==> src/rtl/ra_pkg.sv <==
`default_nettype none
package ra_pkg;

	localparam int FIELD_W   = 32;
	localparam int DEN_W     = 31;
	localparam int WIDTH_DEF = 32;
	localparam int WIDE_W    = 64;

	localparam logic [1:0] CMD_LOAD = 2'd0;
	localparam logic [1:0] CMD_ADD  = 2'd1;
	localparam logic [1:0] CMD_ABS  = 2'd2;

	localparam logic [1:0] ST_OK   = 2'd0;
	localparam logic [1:0] ST_ZERO = 2'd1;
	localparam logic [1:0] ST_OVF  = 2'd2;

	typedef logic [3:0] op_t;
	localparam op_t OP_NOP       = 4'd0;
	localparam op_t OP_CAPTURE   = 4'd1;
	localparam op_t OP_LOAD      = 4'd2;
	localparam op_t OP_MUL1      = 4'd3;
	localparam op_t OP_MUL2      = 4'd4;
	localparam op_t OP_MUL3      = 4'd5;
	localparam op_t OP_PREP      = 4'd6;
	localparam op_t OP_GCD_BOTH  = 4'd7;
	localparam op_t OP_GCD_A     = 4'd8;
	localparam op_t OP_GCD_STEP  = 4'd9;
	localparam op_t OP_DIV_INIT  = 4'd10;
	localparam op_t OP_DIV       = 4'd11;
	localparam op_t OP_STORE     = 4'd12;
	localparam op_t OP_ABS       = 4'd13;
	localparam op_t OP_REJECT    = 4'd14;
	localparam op_t OP_REPLY_OK  = 4'd15;

	typedef struct packed {
		logic [1:0] cmd;
		logic       den_zero;
		logic       both_even;
		logic       a_even;
		logic       b_zero;
		logic       div_last;
		logic       out_free;
	} stat_t;

endpackage
`default_nettype wire

==> src/rtl/ra_ctrl.sv <==
`default_nettype none
module ra_ctrl (
	input  wire            clk,
	input  wire            arst_n,
	input  wire            in_valid,
	output logic           in_stall,
	input  ra_pkg::stat_t  stat,
	output ra_pkg::op_t    op
);

	localparam logic [3:0] S_IDLE     = 4'd0;
	localparam logic [3:0] S_DECODE   = 4'd1;
	localparam logic [3:0] S_MUL2     = 4'd2;
	localparam logic [3:0] S_MUL3     = 4'd3;
	localparam logic [3:0] S_PREP     = 4'd4;
	localparam logic [3:0] S_GCD_BOTH = 4'd5;
	localparam logic [3:0] S_GCD_A    = 4'd6;
	localparam logic [3:0] S_GCD_LOOP = 4'd7;
	localparam logic [3:0] S_DIV      = 4'd8;
	localparam logic [3:0] S_STORE    = 4'd9;
	localparam logic [3:0] S_REPLY    = 4'd10;
	localparam logic [3:0] S_REPLY2   = 4'd11;

	logic [3:0] state_q, state_d;

	assign in_stall = (state_q != S_IDLE);

	always_comb begin
		state_d = state_q;
		op      = ra_pkg::OP_NOP;
		case (state_q)
			S_IDLE: begin
				if (in_valid) begin
					op      = ra_pkg::OP_CAPTURE;
					state_d = S_DECODE;
				end
			end
			S_DECODE: begin
				case (stat.cmd)
					ra_pkg::CMD_LOAD: begin
						op      = stat.den_zero ? ra_pkg::OP_REJECT : ra_pkg::OP_LOAD;
						state_d = stat.den_zero ? S_REPLY : S_PREP;
					end
					ra_pkg::CMD_ADD: begin
						op      = stat.den_zero ? ra_pkg::OP_REJECT : ra_pkg::OP_MUL1;
						state_d = stat.den_zero ? S_REPLY : S_MUL2;
					end
					ra_pkg::CMD_ABS: begin
						op      = ra_pkg::OP_ABS;
						state_d = S_REPLY;
					end
					default: begin
						state_d = S_REPLY2;
					end
				endcase
			end
			S_MUL2: begin
				op      = ra_pkg::OP_MUL2;
				state_d = S_MUL3;
			end
			S_MUL3: begin
				op      = ra_pkg::OP_MUL3;
				state_d = S_PREP;
			end
			S_PREP: begin
				op      = ra_pkg::OP_PREP;
				state_d = S_GCD_BOTH;
			end
			S_GCD_BOTH: begin
				if (stat.both_even) op = ra_pkg::OP_GCD_BOTH;
				else state_d = S_GCD_A;
			end
			S_GCD_A: begin
				if (stat.a_even) op = ra_pkg::OP_GCD_A;
				else state_d = S_GCD_LOOP;
			end
			S_GCD_LOOP: begin
				if (stat.b_zero) begin
					op      = ra_pkg::OP_DIV_INIT;
					state_d = S_DIV;
				end else begin
					op = ra_pkg::OP_GCD_STEP;
				end
			end
			S_DIV: begin
				op = ra_pkg::OP_DIV;
				if (stat.div_last) state_d = S_STORE;
			end
			S_STORE: begin
				op      = ra_pkg::OP_STORE;
				state_d = S_REPLY;
			end
			S_REPLY: begin
				// status already set by the command
				if (stat.out_free) begin
					op      = ra_pkg::OP_NOP;
					state_d = S_IDLE;
				end
			end
			S_REPLY2: begin
				if (stat.out_free) begin
					op      = ra_pkg::OP_REPLY_OK;
					state_d = S_IDLE;
				end
			end
			default: state_d = S_IDLE;
		endcase
	end

	always_ff @(posedge clk or negedge arst_n) begin
		if (!arst_n) state_q <= S_IDLE;
		else state_q <= state_d;
	end

endmodule
`default_nettype wire

==> config.mk <==
export PLATFORM = sky130hd
export DESIGN_NAME = ra_ctrl
export DESIGN_NICKNAME = d
export VERILOG_FILES = /design/src/rtl/ra_pkg.sv /design/src/rtl/ra_ctrl.sv
export SDC_FILE = /design/constraint.sdc
export NUM_CORES = 1
export LEC_CHECK = 0
export BUFFER_PORTS_ARGS = -buffer_cell sky130_fd_sc_hd__buf_2
export CAP_MARGIN = 20
export CORE_AREA = 2 2 39 41
export CTS_BUF_LIST = sky130_fd_sc_hd__clkbuf_8
export CTS_CLUSTER_DIAMETER = 150
export DETAILED_ROUTE_END_ITERATION = 8
export DIE_AREA = 0 0 41 43
export PLACE_DENSITY = 0.69
export SETUP_SLACK_MARGIN = 0.05
export SLEW_MARGIN = 20
export SYNTH_ARGS = -nofsm -noshare
export SYNTH_HDL_FRONTEND = slang
export SYNTH_SLANG_ARGS = --single-unit
==> constraint.sdc <==
create_clock -name clk -period 1.6 [get_ports clk]
set_clock_uncertainty 0.15 [all_clocks]
set_input_delay 0.24 -clock clk [delete_from_list [all_inputs] [get_ports clk]]
set_output_delay 0.24 -clock clk [all_outputs]
set_load 0.02 [all_outputs]
==> run metrics, run 1 <==
Pins Over Slew Limit=0; Worst slew margin=0.7257; Top delay family on crit path=flip-flops; Core ar.=0.001384 sq mm; failing checks=negative setup slack; TritonCTS Buffers=3; Netlist cell types=33; Max Clk Rate=545.1 MHz; Vert. Die Dim=43 um; WP data arrival=1440 ps; PortBufs=15; CP required=1210 ps; Internal=0.001365 W; post-route cell area=0.001119 sq mm; Sw Ratio=0.4391; routed len/inst=16.18 um; DRT Pass-1 Iters=4; number of global-route vias before repair=797; root buffer cell=clkbuf_8; Starting Density=0.4014; WL final=2282 um; Register Area=103.9 sq um; clock power share=0.089; non-filler cells, final=141; max-cap viol count=0; initial antenna violation count=0; share of layout cells above drive strength 1=0.6160; Leakage=0.5031 nW; sequential power share=0.109; maximum net fanout on the critical path=6; multi-input logic area=540.5 sq um; cell mode on critical path=buf_6; Peak VDD IR=1324 uV; final worst setup slack=-234.6 ps; number of vias per cell=5.709; Comb pwr share=0.803; Mean Syn Cell Area=7.122 sq um; register area share after synthesis=0.1802; mapped cell area=555.5 sq um; CP max-delay cell=dfrtp_2; antenna cell count=0; Critical path buffers and inverters=2; Worst path max stage delay=450 ps; Post-DRT Antenna Nets=0; Slew @ Worst Pin=401.1 ps; minimum clock period=1835 ps; # nets final=141; outcome=finished with violations; Hold Crit Class=input port to asynchronous set/reset pin; startpoint type of the worst setup path=register; Final Wtd Congestion=0.8974; clk buf depth=2; cell row count=14; clk slew on worst S/H paths=30 ps; power density over cell area=2176 mW/mm^2; switching pwr=0.001068 W; worst skew pair latency=220 ps; total global-route track usage=0.3051; crit-path cells=buf_6 > nand2_2 > o21bai_4 > a32oi_4 > o31ai_4 > buf_6; fill cell count=81; max reg flops=4; CTS H-tree lvls=1; Post-route DRC=0; DP Area=843.3 sq um; CP Class=register to output port; Largest regs=state_q x4; Fin. Hold Viols=0; first-pass GRT wire length=3588 um; gr ovfl total=0; dpl cells=129; Boundary Pins=16; Clock Sinks=4; DIE AREA=0.001763 sq mm; DRT iter0 DRCs=17; via count=805; largest net degree at the start of global routing=10; Final setup viols=6; syn_nets=92; synth warn=0; Area growth, synth to finish=101.4%; FF+latch count, synth=4; chip width=41 um; RSZ-0062 raised after global routing=true; critical path endpoint category=output port; fin crit share=1.147; dpl hpwl=1324 um; Mapped Cells=78; Largest Register=state_q; CTS tree=yes
cell usage in the layout (no fill, tap or decap), types with 3 or more instances in the layout:
| cell type | instances |
|---|---|
| buf_4 | 26 |
| o21ai_1 | 5 |
| dfrtp_2 | 3 |
| a21oi_1 | 5 |
| buf_6 | 12 |
| inv_1 | 5 |
| nand2_1 | 4 |
| nor2b_1 | 3 |
| ha_1 | 3 |
| buf_2 | 10 |
| nand2_2 | 3 |
| clkbuf_8 | 3 |
worst register-to-register path, cell delays in order, from the launching register on:
cell and delay, ps:
dfrtp_2 450, buf_6 150, or4_4 510, a21oi_4 190
a311oi_2 70, a211oi_2 210
Yosys cell counts:
cell type	instances	area (sq um)
nand4b_1	1	8.760
dfrtp_1	4	100.1
o21ai_1	3	15.01
nand3b_1	1	7.510
a211oi_1	2	15.01
nor3b_1	1	7.510
o21bai_1	1	7.510
o31a_1	1	8.760
a32oi_1	1	8.760
nand2_1	7	26.28
or4_4	1	11.26
nand2b_1	2	12.51
nand3_1	1	5.000
buf_6	1	11.26
o22a_1	1	8.760
a21oi_2	1	8.760
and3_1	1	6.260
o21ai_0	6	30.03
clkbuf_1	3	11.26
nor3_1	1	5.000
a211oi_2	1	12.51
ha_1	3	37.54
o31ai_1	2	15.01
a2111oi_0	1	8.760
nor2_1	5	18.77
o211ai_1	1	7.510
buf_2	1	5.000
nor2b_1	6	37.54
o21a_1	2	15.01
a21oi_1	7	35.03
a311oi_1	2	17.52
inv_1	6	22.52
a22oi_1	1	7.510
routing by layer:
layer	vias up	track usage	wire length, um
met3	7	0.08901	88
li1	386	-	-
met1	381	0.3409	892
met2	31	0.4781	1243
met5	-	0	0
met4	0	0.1867	57
repair_timing:
| item | 4_1_cts | 5_1_grt |
|---|---|---|
| gates resized for setup | 44 | 3 |
| setup buffers | 8 | 1 |
| endpoints found under the hold margin | 4 | 0 |
| pin swaps | 10 | 3 |
| hold buffers | 1 | 0 |
| cloned | 0 | 0 |
| setup endpoints to repair | 6 | 7 |
cells by family (layout without fill, tap and decap cells):
family | count (synthesis) | in the layout | share of synthesized area
buf+inv | 11 | 58 | 0.09008
simple gates | 27 | 27 | 0.2635
fa+ha+maj | 3 | 3 | 0.06757
flops | 4 | 4 | 0.1802
compound gates | 33 | 33 | 0.3986
power by group through the flow:
stage	Sequential [W]	Combinational [W]	Clock, W
2_1_floorplan	0.000205	0.000848	0
3_3_place_gp	0.000234	0.00132	0
3_5_place_dp	0.000236	0.00134	0
4_1_cts	0.000255	0.00184	0.000213
5_1_grt	0.000272	0.00207	0.000213
6_report	0.000264	0.00195	0.000216
cell type report:
cell class / instances / share of cell area
clock buffers: 3 / 0.03691
inverters: 6 / 0.02013
multi-input cells: 63 / 0.4832
flip-flops and latches: 4 / 0.09284
well taps: 16 / 0.01790
repair buffers: 49 / 0.3490
final timing paths:
kind	start	end	slack, ps	depth (start not counted)
setup / recovery	state_q[0]$_DFFE_PN0P_	op[0]	-230	6
hold / removal	arst_n	state_q[1]$_DFFE_PN0P_	230	2
setup reg to reg	state_q[0]$_DFFE_PN0P_	state_q[0]$_DFFE_PN0P_	-210	5
hold reg to reg	state_q[0]$_DFFE_PN0P_	state_q[0]$_DFFE_PN0P_	590	2
max in group asynchronous	arst_n	state_q[2]$_DFFE_PN0P_	930	2
min in group clk	stat[0]	state_q[3]$_DFFE_PN0P_	250	4
through the flow:
stage | power [W] | setup TNS [ps] | worst slack (ps) | hold WS (ps) | utilization
floorplan | 0.001053 | 0 | 1.646 | -205.6 | -
global placement | 0.001557 | -199.1 | -105.0 | -104.5 | 0.6094
detailed placement | 0.001575 | -307.9 | -120.2 | -104.6 | 0.6094
CTS | 0.002307 | -834.3 | -195.0 | 208.9 | 0.7929
global route | 0.002556 | -1417 | -298.0 | 269.1 | 0.8083
finish | 0.002434 | -1043 | -234.6 | 227.6 | 0.8083
Note: power is estimated with default switching activity, not from simulation.
==> inputs of run 2 (changes only) <==
- SETUP_SLACK_MARGIN: 0.05 -> unset
==> run metrics, run 2 (synthesized netlist as in run 1, its figures left out) <==
gr ovfl total=0 (unchanged); worst setup path endpoint=op[3]; Hold Slack=226.2 ps (-1.361 ps); Post-route DRC=0 (unchanged); most common cell after layout, fill and taps aside=buf_4; Post-DRT Antenna Nets=0 (unchanged); root buffer cell=clkbuf_8; number of global-route vias before repair=784 (-1.6%); max reg flops=4 (unchanged); total global-route track usage=0.2669 (-0.03827); DRT Pass-1 Iters=4 (unchanged); worst reg2reg path depth=5 (unchanged); dpl hpwl=1333 um (+0.72%); Pins Over Slew Limit=0 (unchanged); Boundary Pins=16 (unchanged); Largest Register=state_q; Final setup viols=6 (unchanged); fin util=0.7559 (-0.05244); first-pass GRT wire length=3243 um (-9.6%); Final Wtd Congestion=0.9127 (+1.7%); max-cap viol count=0 (unchanged); fin crit share=1.174 (+0.02729); Starting Density=0.4014 (unchanged); initial antenna violation count=0 (unchanged); failing checks=negative setup slack; # nets final=135 (-4.3%); CTS tree=yes; final worst setup slack=-278.2 ps (-43.67 ps); Setup TNS=-1244 ps (-200.7 ps); dpl cells=124 (-3.9%); routed len/inst=16.06 um (-0.77%); RSZ-0062 raised after global routing=true; commonest cells after routing, fill and taps aside=buf_4 (21), buf_2 (11), buf_6 (9), nand2_1 (7); PortBufs=15 (unchanged); startpoint type of the worst setup path=register; DIE AREA=0.001763 sq mm (unchanged); maximum net fanout on the critical path=7 (+1); Core ar.=0.001384 sq mm (unchanged); Peak VDD IR=1506 uV (+14%); WL final=2168 um (-5.0%); Leakage=0.4628 nW (-8.0%); WP data arrival=1490 ps (+50 ps); Hold Crit Class=input port to asynchronous set/reset pin; setup slack, reg-to-reg=-170 ps (+40 ps); power density over cell area=2202 mW/mm^2 (+1.2%); antenna cell count=0 (unchanged); TritonCTS Buffers=3 (unchanged); Area growth, synth to finish=88.29%; clk buf depth=2 (unchanged); dpl ws=-99.69 ps (+20.53 ps); Fin. Hold Viols=0 (unchanged); Clock Sinks=4 (unchanged); r2r startpoint=state_q[1]$_DFFE_PN0P_; chip width=41 um (unchanged); number of vias per cell=5.956 (+4.3%); clk slew on worst S/H paths=30 ps (about the same); Slew @ Worst Pin=300.4 ps (-100.7 ps); cell row count=14 (unchanged); Max Clk Rate=532.4 MHz (-2.3%); DRT iter0 DRCs=29 (+12); CP Class=register to output port; via count=804 (-0.12%); outcome=finished with violations; CTS H-tree lvls=1 (unchanged); Critical path origin=state_q[0]$_DFFE_PN0P_; share of layout cells above drive strength 1=0.5798 (-0.03617); non-filler cells, final=135 (-4.3%); Vert. Die Dim=43 um (unchanged); critical path endpoint category=output port; CP required=1210 ps (about the same); Worst slew margin=0.7980 (+0.07231); largest net degree at the start of global routing=10 (unchanged); FF-to-FF End=state_q[0]$_DFFE_PN0P_; worst skew pair latency=220 ps (about the same); minimum clock period=1878 ps (+43.67 ps); Largest regs=state_q x4
[run 2: changes by cell type in the layout (fill, tap and decap cells not counted), sizes merged]
cell  change
buf       -6
[run 2: critical path, stage by stage, from the launching register on]
cell and delay [ps]:
dfrtp_2 440, buf_6 150, buf_8 130, o21a_1 130, o21ai_1 170, nand2_1 100, buf_6 140
[run 2: cell type report]
type | instances | area [sq um]
flip-flops and latches | 4 | 103.9
fillers | 100 | 337.8
repair buffers | 43 | 339.1
multi-input cells | 63 | 519.2
well taps | 16 | 20.02
clock buffers | 3 | 41.29
inverters | 6 | 22.52
[run 2: power by group]
part	leakage, nW	total [W]	internal [W]	switching (W)
clock	0.0216	0.000218	0.000161	0.0000577
combinational	0.396	0.00183	0.000954	0.000872
sequential	0.0454	0.000259	0.000160	0.0000988
total	0.463	0.00230	0.00127	0.00103
[run 2: per-stage QoR]
stage               power [W]  cell area (sq um)
floorplan            0.001001              579.3
global placement     0.001457              793.3
detailed placement   0.001466              793.3
CTS                  0.002106              994.7
global route         0.002427               1046
finish               0.002303               1046
[run 2: metal layers]
| metal | vias to the layer above | global-route usage | wire, um |
|---|---|---|---|
| met5 | - | 0 | 0 |
| met4 | 0 | 0.08667 | 44 |
| met3 | 6 | 0.04712 | 129 |
| met2 | 42 | 0.4594 | 1166 |
| met1 | 384 | 0.3117 | 828 |
| li1 | 372 | - | - |
[run 2: how the worst min path moves through the flow]
stage,endpoint,cells after the start
floorplan,state_q[0]$_DFFE_PN0P_,0
global placement,state_q[2]$_DFFE_PN0P_,1
detailed placement,state_q[0]$_DFFE_PN0P_,1
CTS,state_q[1]$_DFFE_PN0P_,2
global route,state_q[0]$_DFFE_PN0P_,2
finish,state_q[1]$_DFFE_PN0P_,2
[run 2: repair_timing]
| action | CTS | global route |
|---|---|---|
| endpoints found under the hold margin | 4 | 0 |
| pin swaps | 10 | 5 |
| endpoints found under the setup margin | 6 | 6 |
| setup buffers | 6 | 1 |
| hold buffers | 1 | 0 |
| resized for setup | 35 | 10 |
==> inputs of run 3 (changes only) <==
--- a/config.mk
+++ b/config.mk
@@ -7,3 +7,2 @@
 export LEC_CHECK = 0
-export BUFFER_PORTS_ARGS = -buffer_cell sky130_fd_sc_hd__buf_2
 export CAP_MARGIN = 20
@@ -14,3 +13,3 @@
 export DIE_AREA = 0 0 41 43
-export PLACE_DENSITY = 0.69
+export DONT_BUFFER_PORTS = 1
 export SLEW_MARGIN = 20
--- a/constraint.sdc
+++ b/constraint.sdc
@@ -4,2 +4,2 @@
 set_output_delay 0.24 -clock clk [all_outputs]
-set_load 0.02 [all_outputs]
+set_load 0.1 [all_outputs]
==> run metrics, run 3 (synthesized netlist as in run 1, its figures left out) <==
routed len/inst=16.77 um (+4.4%); DRT iter0 DRCs=25 (-14%); commonest cells after routing, fill and taps aside=buf_4 (29), buf_6 (6), inv_1 (5); gr ovfl total=0 (unchanged); # nets final=132 (-2.2%); Area growth, synth to finish=97.30%; via count=754 (-6.2%); DRT Pass-1 Iters=4 (unchanged); clk buf depth=2 (unchanged); fin crit share=1.216 (+0.04247); Pins Over Slew Limit=0 (unchanged); fill cell count=87 (-13%); Final Wtd Congestion=0.9177 (+0.55%); multi-input logic area=526.8 sq um (+1.4%); TritonCTS Buffers=3 (unchanged); CTS H-tree lvls=1 (unchanged); failing checks=negative setup slack; DIE AREA=0.001763 sq mm (unchanged); chip width=41 um (unchanged); RSZ-0062 raised after global routing=true; maximum net fanout on the critical path=6 (-1); Slew @ Worst Pin=591.5 ps (+291.1 ps); WL final=2214 um (+2.1%); first-pass GRT wire length=3422 um (+5.5%); dpl hpwl=1361 um (+2.1%); CP Class=register to output port; post-route cell area=0.001096 sq mm (+4.8%); Starting Density=0.4014 (unchanged); worst skew pair latency=220 ps (about the same); number of vias per cell=5.712 (-4.1%); Register Area=105.1 sq um (+1.2%); non-filler cells, final=132 (-2.2%); most common cell after layout, fill and taps aside=buf_4; initial antenna violation count=0 (unchanged); Boundary Pins=16 (unchanged); Final setup viols=6 (unchanged); number of global-route vias before repair=758 (-3.3%); WP data arrival=1560 ps (+70 ps); cell row count=14 (unchanged); max-cap viol count=0 (unchanged); outcome=finished with violations; Clock Sinks=4 (unchanged); Setup TNS=-1559 ps (-315.8 ps); critical path endpoint category=output port; total global-route track usage=0.2886 (+0.02171); Post-route DRC=0 (unchanged); CTS tree=yes; minimum clock period=1946 ps (+67.95 ps); startpoint type of the worst setup path=register; Worst slew margin=0.5955 (-0.2026); dpl cells=115 (-7.3%); final worst setup slack=-346.2 ps (-67.95 ps); clk slew on worst S/H paths=40 ps (about the same); share of layout cells above drive strength 1=0.6034 (+0.02362); max reg flops=4 (unchanged); Max Clk Rate=513.8 MHz (-3.5%); antenna cell count=0 (unchanged); Hold Crit Class=input port to register; Fin. Hold Viols=0 (unchanged); Core ar.=0.001384 sq mm (unchanged); Largest regs=state_q x4; largest net degree at the start of global routing=9 (-1); Vert. Die Dim=43 um (unchanged); PortBufs=0 (-15); Hold Slack=70.79 ps (-155.4 ps); CP required=1210 ps (about the same); Post-DRT Antenna Nets=0 (unchanged); root buffer cell=clkbuf_8; DP Area=830.8 sq um (+4.7%); Largest Register=state_q
## run 3: cell count changes in the layout (fill, tap and decap cells not counted), sizes merged
cell and change:
buf -4, clkbuf +1
## run 3: area by class of cell
cell class              instances  area share
clock buffers                   3     0.03767
flip-flops and latches          4     0.09589
repair buffers                 40      0.3470
multi-input cells              63      0.4806
well taps                      16     0.01826
inverters                       6     0.02055
## run 3: stage by stage
step	worst slack [ps]	utilization
2_1_floorplan	-1060	-
3_3_place_gp	-189.2	0.6004
3_5_place_dp	-187.3	0.6004
4_1_cts	-316.8	0.7396
5_1_grt	-417.2	0.7920
6_report	-346.2	0.7920
## run 3: worst max-delay path: stages (launching register included)
cell       delay [ps]
dfrtp_2           470
buf_6             150
nor2b_4           140
a21oi_2            70
o211ai_1          250
clkbuf_16         250
## run 3: per-layer routing
metal / vias up / part of all wire / GRT usage
met5: - / 0 / 0
met1: 367 / 0.43 / 0.3866
met2: 22 / 0.52 / 0.4375
met3: 2 / 0.042 / 0.06283
li1: 363 / - / -
met4: 0 / 0.0081 / 0.1000
## run 3: final timing paths
kind                                             start                      to  slack [ps]  depth (start not counted)
worst max-delay path            state_q[2]$_DFFE_PN0P_                   op[2]        -350                          5
worst min-delay path                           stat[0]  state_q[3]$_DFFE_PN0P_          70                          3
worst max register to register  state_q[1]$_DFFE_PN0P_  state_q[0]$_DFFE_PN0P_        -240                          5
worst min register to register  state_q[2]$_DFFE_PN0P_  state_q[3]$_DFFE_PN0P_         570                          2
max in group asynchronous                       arst_n  state_q[3]$_DFFE_PN0P_         960                          1
min in group asynchronous                       arst_n  state_q[1]$_DFFE_PN0P_         140                          1
## run 3: what timing repair did
action                     in CTS  in global routing
gates resized for setup        26                  9
cloned                          0                  0
hold buffers                    1                  0
setup buffers                   8                  5
setup endpoints to repair       6                  6
pin swaps                       7                  7
hold endpoints to repair        4                  0
Power of run 3 is not shown: default switching activity piles up to over one toggle a cycle in this logic, so the estimate is an artifact.
